## src/rtl/mtika_pkg.sv

```systemverilog
`timescale 1ns / 1ps
// Shared constants of the MTI/A0 modular exponentiation engine.
// No dependencies.
package mtika_pkg;

  localparam int DefaultWidth = 32;

  localparam int ModulusReset   = 3;
  localparam int GeneratorReset = 2;

  localparam logic CfgModulus   = 1'b0;
  localparam logic CfgGenerator = 1'b1;

  localparam logic FuncPublic = 1'b0;
  localparam logic FuncShared = 1'b1;

endpackage

```

## src/rtl/mtika_mulmod.sv

```systemverilog
`timescale 1ns / 1ps
// Bit-serial modular multiplier: r = a * b mod m, one bit of b per cycle.
// Requires a below m (or a of one); no package dependencies.
module mtika_mulmod #(
  parameter int WIDTH = 32
) (
  input  logic             clk_i,
  input  logic             rst_ni,
  input  logic             start_i,
  input  logic [WIDTH-1:0] a_i,
  input  logic [WIDTH-1:0] b_i,
  input  logic [WIDTH-1:0] m_i,
  output logic             done_o,
  output logic [WIDTH-1:0] r_o
);

  localparam int CW = $clog2(WIDTH);

  logic [WIDTH-1:0] acc_q;
  logic [WIDTH-1:0] a_q;
  logic [WIDTH-1:0] b_q;
  logic [CW-1:0]    cnt_q;
  logic             busy_q;
  logic             done_q;

  logic [WIDTH+1:0] sum;
  logic [WIDTH+1:0] m1;
  logic [WIDTH+1:0] m2;
  logic [WIDTH+1:0] red;

  // The doubled accumulator plus the addend stays below three times m.
  always_comb begin
    m1  = {2'b00, m_i};
    m2  = {1'b0, m_i, 1'b0};
    sum = {1'b0, acc_q, 1'b0} + (b_q[WIDTH-1] ? {2'b00, a_q} : '0);
    if (sum >= m2) begin
      red = sum - m2;
    end else if (sum >= m1) begin
      red = sum - m1;
    end else begin
      red = sum;
    end
  end

  always_ff @(posedge clk_i or negedge rst_ni) begin
    if (!rst_ni) begin
      busy_q <= 1'b0;
      done_q <= 1'b0;
      cnt_q  <= '0;
    end else begin
      done_q <= 1'b0;
      if (start_i) begin
        busy_q <= 1'b1;
        cnt_q  <= CW'(WIDTH - 1);
      end else if (busy_q) begin
        cnt_q <= cnt_q - 1'b1;
        if (cnt_q == '0) begin
          busy_q <= 1'b0;
          done_q <= 1'b1;
        end
      end
    end
  end

  always_ff @(posedge clk_i) begin
    if (start_i) begin
      acc_q <= '0;
      a_q   <= a_i;
      b_q   <= b_i;
    end else if (busy_q) begin
      acc_q <= red[WIDTH-1:0];
      b_q   <= {b_q[WIDTH-2:0], 1'b0};
    end
  end

  assign done_o = done_q;
  assign r_o    = acc_q;

endmodule

```

## src/rtl/mti_key_agreement_modexp.sv

```systemverilog
`timescale 1ns / 1ps
// MTI/A0 modular exponentiation engine; uses mtika_pkg and mtika_mulmod.
// Every multiplication, including the initial reduction of a base, runs in the
// shared bit-serial multiplier. Func 0 needs one reduction plus one product
// per set exponent bit and one squaring per bit below the top set bit; func 1
// takes two such powers plus one product.
// One request is worked on at a time; the next is taken once the engine is
// idle, while an earlier result may still wait at the output register.
// Reset sets modulus to 3 and generator to 2 and clears all control state.
module mti_key_agreement_modexp
  import mtika_pkg::*;
#(
  parameter int WIDTH = DefaultWidth
) (
  input  logic             clk_i,
  input  logic             rst_ni,
  input  logic             cfg_we_i,
  input  logic             cfg_idx_i,
  input  logic [WIDTH-1:0] cfg_wdata_i,
  input  logic             in_valid_i,
  output logic             in_stall_o,
  input  logic             func_i,
  input  logic [WIDTH-1:0] exp_first_i,
  input  logic [WIDTH-1:0] exp_second_i,
  input  logic [WIDTH-1:0] base_first_i,
  input  logic [WIDTH-1:0] base_second_i,
  output logic             out_valid_o,
  input  logic             out_stall_i,
  output logic [WIDTH-1:0] value_o
);

  typedef enum logic [2:0] {
    S_IDLE,
    S_RED,
    S_LOOP,
    S_MACC,
    S_SQR,
    S_FIN,
    S_DONE
  } state_e;

  state_e           state_q;
  logic [WIDTH-1:0] modulus_q;
  logic [WIDTH-1:0] generator_q;
  logic             func_q;
  logic             phase_q;
  logic [WIDTH-1:0] exp_q;
  logic [WIDTH-1:0] exp_second_q;
  logic [WIDTH-1:0] base_second_q;
  logic [WIDTH-1:0] acc_q;
  logic [WIDTH-1:0] sq_q;
  logic [WIDTH-1:0] p1_q;
  logic [WIDTH-1:0] res_q;
  logic [WIDTH-1:0] value_q;
  logic             out_valid_q;
  logic             mm_start_q;
  logic [WIDTH-1:0] mm_a_q;
  logic [WIDTH-1:0] mm_b_q;
  logic             mm_done;
  logic [WIDTH-1:0] mm_r;
  logic [WIDTH-1:0] one;

  assign one = WIDTH'(modulus_q != WIDTH'(1));

  mtika_mulmod #(
    .WIDTH (WIDTH)
  ) u_mulmod (
    .clk_i   (clk_i),
    .rst_ni  (rst_ni),
    .start_i (mm_start_q),
    .a_i     (mm_a_q),
    .b_i     (mm_b_q),
    .m_i     (modulus_q),
    .done_o  (mm_done),
    .r_o     (mm_r)
  );

  always_ff @(posedge clk_i or negedge rst_ni) begin
    if (!rst_ni) begin
      modulus_q   <= WIDTH'(ModulusReset);
      generator_q <= WIDTH'(GeneratorReset);
    end else if (cfg_we_i) begin
      case (cfg_idx_i)
        CfgModulus:   modulus_q   <= cfg_wdata_i;
        CfgGenerator: generator_q <= cfg_wdata_i;
        default:      ;
      endcase
    end
  end

  always_ff @(posedge clk_i or negedge rst_ni) begin
    if (!rst_ni) begin
      state_q     <= S_IDLE;
      out_valid_q <= 1'b0;
      mm_start_q  <= 1'b0;
      phase_q     <= 1'b0;
      func_q      <= FuncPublic;
    end else begin
      out_valid_q <= (state_q == S_DONE) || (out_valid_q && out_stall_i);
      case (state_q)
        S_IDLE: begin
          mm_start_q <= in_valid_i && (modulus_q != '0);
          if (in_valid_i) begin
            func_q        <= func_i;
            phase_q       <= 1'b0;
            exp_q         <= exp_first_i;
            exp_second_q  <= exp_second_i;
            base_second_q <= base_second_i;
            if (modulus_q == '0) begin
              res_q   <= '0;
              state_q <= S_DONE;
            end else begin
              mm_a_q     <= WIDTH'(1);
              mm_b_q     <= (func_i == FuncShared) ? base_first_i : generator_q;
              state_q    <= S_RED;
            end
          end
        end
        S_RED: begin
          mm_start_q <= 1'b0;
          if (mm_done) begin
            sq_q    <= mm_r;
            acc_q   <= one;
            state_q <= S_LOOP;
          end
        end
        S_LOOP: begin
          mm_start_q <= (exp_q != '0) || (func_q == FuncShared);
          if (exp_q == '0) begin
            if (func_q == FuncShared && !phase_q) begin
              p1_q    <= acc_q;
              phase_q <= 1'b1;
              exp_q   <= exp_second_q;
              mm_a_q  <= WIDTH'(1);
              mm_b_q  <= base_second_q;
              state_q <= S_RED;
            end else if (func_q == FuncShared) begin
              mm_a_q  <= p1_q;
              mm_b_q  <= acc_q;
              state_q <= S_FIN;
            end else begin
              res_q      <= acc_q;
              state_q    <= S_DONE;
            end
          end else if (exp_q[0]) begin
            mm_a_q  <= acc_q;
            mm_b_q  <= sq_q;
            state_q <= S_MACC;
          end else begin
            mm_a_q  <= sq_q;
            mm_b_q  <= sq_q;
            state_q <= S_SQR;
          end
        end
        S_MACC: begin
          mm_start_q <= mm_done && (exp_q[WIDTH-1:1] != '0);
          if (mm_done) begin
            acc_q <= mm_r;
            if (exp_q[WIDTH-1:1] == '0) begin
              exp_q   <= '0;
              state_q <= S_LOOP;
            end else begin
              mm_a_q     <= sq_q;
              mm_b_q     <= sq_q;
              state_q    <= S_SQR;
            end
          end
        end
        S_SQR: begin
          mm_start_q <= 1'b0;
          if (mm_done) begin
            sq_q    <= mm_r;
            exp_q   <= {1'b0, exp_q[WIDTH-1:1]};
            state_q <= S_LOOP;
          end
        end
        S_FIN: begin
          mm_start_q <= 1'b0;
          if (mm_done) begin
            res_q   <= mm_r;
            state_q <= S_DONE;
          end
        end
        S_DONE: begin
          mm_start_q <= 1'b0;
          if (!out_valid_q || !out_stall_i) begin
            value_q     <= res_q;
            state_q     <= S_IDLE;
          end
        end
        default: begin
          mm_start_q <= 1'b0;
          state_q    <= S_IDLE;
        end
      endcase
    end
  end

  assign in_stall_o  = (state_q != S_IDLE);
  assign out_valid_o = out_valid_q;
  assign value_o     = value_q;

  a_done_in_wait: assert property (@(posedge clk_i) disable iff (!rst_ni)
    mm_done |-> (state_q == S_RED || state_q == S_MACC ||
                 state_q == S_SQR || state_q == S_FIN))
    else $error("multiplier finished outside a wait state");

  a_loop_reduced: assert property (@(posedge clk_i) disable iff (!rst_ni)
    state_q == S_LOOP |-> (acc_q < modulus_q && sq_q < modulus_q))
    else $error("power operands not reduced");

  a_out_reduced: assert property (@(posedge clk_i) disable iff (!rst_ni)
    (out_valid_q && modulus_q != '0) |-> value_q < modulus_q)
    else $error("result not below modulus");

endmodule
```

## config.mk

```make
export PLATFORM = sky130hd
export DESIGN_NAME = mti_key_agreement_modexp
export DESIGN_NICKNAME = d
export VERILOG_FILES = /design/src/rtl/mtika_pkg.sv /design/src/rtl/mtika_mulmod.sv /design/src/rtl/mti_key_agreement_modexp.sv
export SDC_FILE = /design/constraint.sdc
export NUM_CORES = 1
export LEC_CHECK = 0
export BUFFER_PORTS_ARGS = -buffer_cell sky130_fd_sc_hd__buf_2
export CORE_MARGIN = 4
export CORE_UTILIZATION = 47
export CTS_CLUSTER_DIAMETER = 120
export CTS_CLUSTER_SIZE = 12
export DETAILED_ROUTE_END_ITERATION = 8
export PLACE_DENSITY_LB_ADDON = 0.25
export SLEW_MARGIN = 30
export SYNTH_ARGS = -nofsm -noshare
export SYNTH_HDL_FRONTEND = slang
export SYNTH_SLANG_ARGS = --single-unit
```

## constraint.sdc

```tcl
create_clock -name clk_i -period 12.05 [get_ports clk_i]
set_input_delay 1.205 -clock clk_i [delete_from_list [all_inputs] [get_ports clk_i]]
set_output_delay 1.205 -clock clk_i [all_outputs]
set_load 0.005 [all_outputs]
```

==> reports/results.md <==
| Stage | Result | Reported |
| --- | --- | --- |
| detailed routing | Final Routed Wirelength | 75200 um |
| logic synthesis | Cells after synthesis | 2227 |
| sta | Total negative slack for setup checks | 0 ns |
| sta | Slew Limit Headroom | 30.7% |
| detailed routing | Detailed-route wire length per cell | 24.1 um |
| sta | Final critical delay including setup and external delays | 6.41 ns |
| detailed routing | Total number of vias | 18900 |
| setup path | Start point of the critical path | u_mulmod.b_q[31] |
| logic synthesis | Count of unique library cells instantiated by Yosys | 88 |
| setup path | Critical path fanouts, max | 32 |
| global routing | Maximum number of pins on one net before global-route repair | 96 |
| logic synthesis | Number of flops mapped to enable cells by yosys | 384 |
| layout | Post-layout instance count excluding filler cells | 3122 |
| global routing | Overflow left after global routing | 0 |
| logic synthesis | Sequential-to-total area share from yosys stat | 55.4% |
| clock network | Number of buffers inserted during clock tree synthesis | 47 |
| outcome | Result of the run | complete, no violations |
| layout | Number of nets in the layout | 2660 |
| logic synthesis | Post-synthesis async set-or-reset flop share | 15.8% |
| min path | Class of the most critical hold timing path | reg -> reg |
| clock network | Clock net sink count | 494 |
| detailed routing | Number of routed nets with antenna violations | 0 |
| setup path | Worst setup SP type | flip-flop |
| min path | Hold path depth | 0 |
| sta | Highest Clock Rate | 156 MHz |
| sta | # setup viols final | 0 |
| floorplan | Overall die area | 0.0580 mm2 |
| clock network | Clock tree from TritonCTS | built |
| logic synthesis | Netlist Area Pre-Place | 0.0255 mm2 |
| global routing | Via count of the first global-routing pass | 18500 |
| layout | Combined area of the multi-input logic cells | 0.0108 mm2 |
| placed design | Detail Placement HPWL | 53900 um |
| placed design | Placed instance count | 3036 |
| setup path | R2r endpoint | u_mulmod.r_o[10] |
| layout | Final core area utilization | 53.4% |
| floorplan | Die Width | 241 um |
| placed design | Routability-driven placement congestion ratio | 0.958 |
| setup path | Worst setup slack for register-to-register paths | 5.64 ns |
| clock network | Post-CTS clock slew at the launch and capture registers of the worst setup and hold paths | 0.07 ns |
| detailed routing | Number of iterations in the first detailed-routing pass | 6 |
| setup path | Worst R2R Start | u_mulmod.b_q[31] |
| clock network | Post-CTS Resized | 0 |
| placed design | Instance area after placement | 0.0272 mm2 |
| logic synthesis | Top_reg_cell synth | sky130_fd_sc_hd__edfxtp_1 |
| detailed routing | Number of DRC markers after the initial detailed-route iteration | 1821 |
| layout | Post-route standard cell area excluding fillers | 0.0287 mm2 |
| sta | Unrepaired setup endpoints after global routing | false |
| setup path | Required time at the worst-slack endpoint | 12.49 ns |
| logic synthesis | Combinational family with the most area after synthesis | compound AO/OA/AOI/OAI gates |
| clock network | Hold-fix buffer count after cts | 0 |
| logic synthesis | Avg Synthesized Cell Area | 11.4 um2 |
| logic synthesis | Synthesized net count | 2494 |
| layout | FF/Latch Area | 0.0141 mm2 |
| floorplan | Starting Density | 47.4% |
| clock network | H-tree depth reported by CTS | 2 |
| setup path | Kind of critical path | reg -> reg |
| sta | Fin. Hold Viols | 0 |
| logic synthesis | Fraction of post-synthesis cell area in the top cell type by area | 45.2% |
| logic synthesis | Parity-gate share of the synthesized area counting xor and xnor cells | 2.96% |
| clock network | Root buffer selected by CTS | sky130_fd_sc_hd__clkbuf_16 |
| logic synthesis | Post-synth top area cell | sky130_fd_sc_hd__edfxtp_1 |
| run | Max-cap viol count | 0 |
| floorplan | Floorplan Core Area | 0.0537 mm2 |
| detailed routing | DRC violations left | 0 |
| clock network | Clock latency of the later-clocked register in the worst-skew pair | 0.59 ns |
| layout | Total of fill cells in the finished design | 4596 |
| logic synthesis | Count of state elements after synthesis | 494 |
| sta | Actual slew at the worst max-slew pin | 1.04 ns |
| setup path | Data arrival time of the worst path | 6.85 ns |
| global routing | Antenna violations before repair | 5 |
| floorplan | Placement row count | 85 |
| setup path | End point of the critical path | u_mulmod.r_o[10] |
| logic synthesis | Total of warnings raised by yosys | 0 |
| global routing | All-Layer GR Usage | 25.2% |
| clock network | Bufs on Longest Clock Path | 3 |
| logic synthesis | Cell types with the largest area share after synthesis | sky130_fd_sc_hd__edfxtp_1, sky130_fd_sc_hd__dfrtp_1, sky130_fd_sc_hd__ha_1 |
| layout | Proportion of layout cells with a drive suffix above 1 | 16.3% |
| setup path | FF-to-FF path depth | 22 |
| logic synthesis | Post-Synth Simple-Gate Area | 10.6% |
| layout | Area Growth Syn to Fin | 12.6% |
| global routing | First-pass GRT wire length | 112000 um |
| sta | Final slew viol count | 0 |
| logic synthesis | Adder-cell share of the synthesized area | 5.00% |
| logic synthesis | Post-synthesis compound-gate area fraction | 16.0% |
| placed design | Total of buffers placed on input and output ports | 200 |
| sta | Largest clock skew in the final design | 0.0276 ns |
| setup path | Worst Setup End Kind | flip-flop |
| floorplan | Y dimension of the die | 241 um |
| floorplan | Top Ports | 201 |
| detailed routing | Post-DR vias/cell | 6.06 |
| clock network | Setup fix buffers added after clock tree synthesis | 0 |
| logic synthesis | Multiplexer area fraction after synthesis | 7.23% |
| sta | Tcrit/Tclk final | 53.2% |
## layout by cell type (no fill, tap or decap), types with 34 or more instances in the layout
cell                        count
sky130_fd_sc_hd__a21o_1        45
sky130_fd_sc_hd__a21oi_1      181
sky130_fd_sc_hd__a22o_1        34
sky130_fd_sc_hd__and2_1        35
sky130_fd_sc_hd__and3_1        39
sky130_fd_sc_hd__buf_2        199
sky130_fd_sc_hd__clkbuf_16     49
sky130_fd_sc_hd__dfrtp_1       74
sky130_fd_sc_hd__edfxtp_1     384
sky130_fd_sc_hd__ha_1          97
sky130_fd_sc_hd__inv_1         65
sky130_fd_sc_hd__mux2_2        64
sky130_fd_sc_hd__mux2i_1      112
sky130_fd_sc_hd__nand2_1      195
sky130_fd_sc_hd__nor2_1       135
sky130_fd_sc_hd__o211ai_1      37
sky130_fd_sc_hd__o21ai_0      148
sky130_fd_sc_hd__xnor2_1       60
## Yosys cell counts, types with 15 or more instances
| master | n |
|---|---|
| sky130_fd_sc_hd__dfxtp_1 | 32 |
| sky130_fd_sc_hd__nand2_1 | 195 |
| sky130_fd_sc_hd__clkbuf_1 | 93 |
| sky130_fd_sc_hd__nor2b_1 | 19 |
| sky130_fd_sc_hd__o211ai_1 | 37 |
| sky130_fd_sc_hd__nor4_1 | 18 |
| sky130_fd_sc_hd__nand2b_1 | 18 |
| sky130_fd_sc_hd__ha_1 | 97 |
| sky130_fd_sc_hd__mux2i_1 | 112 |
| sky130_fd_sc_hd__and2_1 | 35 |
| sky130_fd_sc_hd__xor2_1 | 26 |
| sky130_fd_sc_hd__a22o_1 | 34 |
| sky130_fd_sc_hd__xnor2_1 | 60 |
| sky130_fd_sc_hd__a31oi_1 | 21 |
| sky130_fd_sc_hd__nor2_1 | 146 |
| sky130_fd_sc_hd__a21oi_1 | 181 |
| sky130_fd_sc_hd__mux2_2 | 64 |
| sky130_fd_sc_hd__o21ai_0 | 148 |
| sky130_fd_sc_hd__a21o_1 | 45 |
| sky130_fd_sc_hd__edfxtp_1 | 384 |
| sky130_fd_sc_hd__nand3_1 | 29 |
| sky130_fd_sc_hd__dfrtp_1 | 75 |
| sky130_fd_sc_hd__inv_1 | 65 |
| sky130_fd_sc_hd__a221oi_1 | 33 |
| sky130_fd_sc_hd__nor3_1 | 15 |
| sky130_fd_sc_hd__o21a_1 | 16 |
| sky130_fd_sc_hd__and3_1 | 40 |
## metal layers
metal,up-vias,part of all wire [%],global-route usage (%)
li1,8755,-,-
met1,9273,42,34.8
met2,750,48,41.7
met3,139,6.7,3.42
met4,0,3.3,8.24
met5,-,0,0
## worst max-delay path, cell delays in order, from the launching register on
cell and delay (ns):
sky130_fd_sc_hd__edfxtp_1 0.37, sky130_fd_sc_hd__buf_4 0.23, sky130_fd_sc_hd__and2_1 0.17, sky130_fd_sc_hd__ha_1 0.34
sky130_fd_sc_hd__a21o_1 0.18, sky130_fd_sc_hd__nand2_1 0.07, sky130_fd_sc_hd__nor4bb_1 0.58, sky130_fd_sc_hd__o31ai_1 0.28
sky130_fd_sc_hd__and2_1 0.23, sky130_fd_sc_hd__a31o_2 0.24, sky130_fd_sc_hd__a21oi_1 0.17, sky130_fd_sc_hd__xnor2_1 0.20
sky130_fd_sc_hd__ha_1 0.27, sky130_fd_sc_hd__a21o_1 0.18, sky130_fd_sc_hd__a21o_1 0.17, sky130_fd_sc_hd__a21oi_1 0.17
sky130_fd_sc_hd__nor2_1 0.08, sky130_fd_sc_hd__a2111oi_0 0.77, sky130_fd_sc_hd__a211o_1 0.27, sky130_fd_sc_hd__o211ai_2 0.14
sky130_fd_sc_hd__nand2b_2 0.64, sky130_fd_sc_hd__mux2i_1 0.35, sky130_fd_sc_hd__o221ai_1 0.14
## metrics by stage
step	hold slack [ns]	setup WS, ns
floorplan	0.400	3.80
global placement	0.402	5.90
detailed placement	0.405	5.69
CTS	0.417	5.66
global route	0.424	5.09
finish	0.416	5.64
## kinds of logic after synthesis
logic type               count (synthesis)
buffers and inverters                  179
XOR/XNOR                                86
AO/OA/AOI/OAI                          626
flip-flops                             494
multiplexers                           176
AND/OR/NAND/NOR                        566
adder cells (fa/ha/maj)                100
## how the worst min path moves through the flow
stage / start / endpoint
final: res_q[6] / value_o[6]
after global placement: mm_a_q[21] / u_mulmod.a_q[21]
after global routing: mm_a_q[23] / u_mulmod.a_q[23]
after detailed placement: mm_a_q[18] / u_mulmod.a_q[18]
after floorplan: mm_a_q[0] / u_mulmod.a_q[0]
after CTS: res_q[9] / value_o[9]
## cell type report
type,count,area share [%]
diodes,4,0.0349
clock buffers,76,4.63
clock inverters,2,0.109
well taps,696,3.03
repair buffers,230,4.57
flip-flops and latches,494,49.2
multi-input cells,1554,37.5
inverters,66,0.872
Power is left out: the tool's default activity adds up to more than one toggle a clock period on the data nets, which glitch-free logic cannot reach.
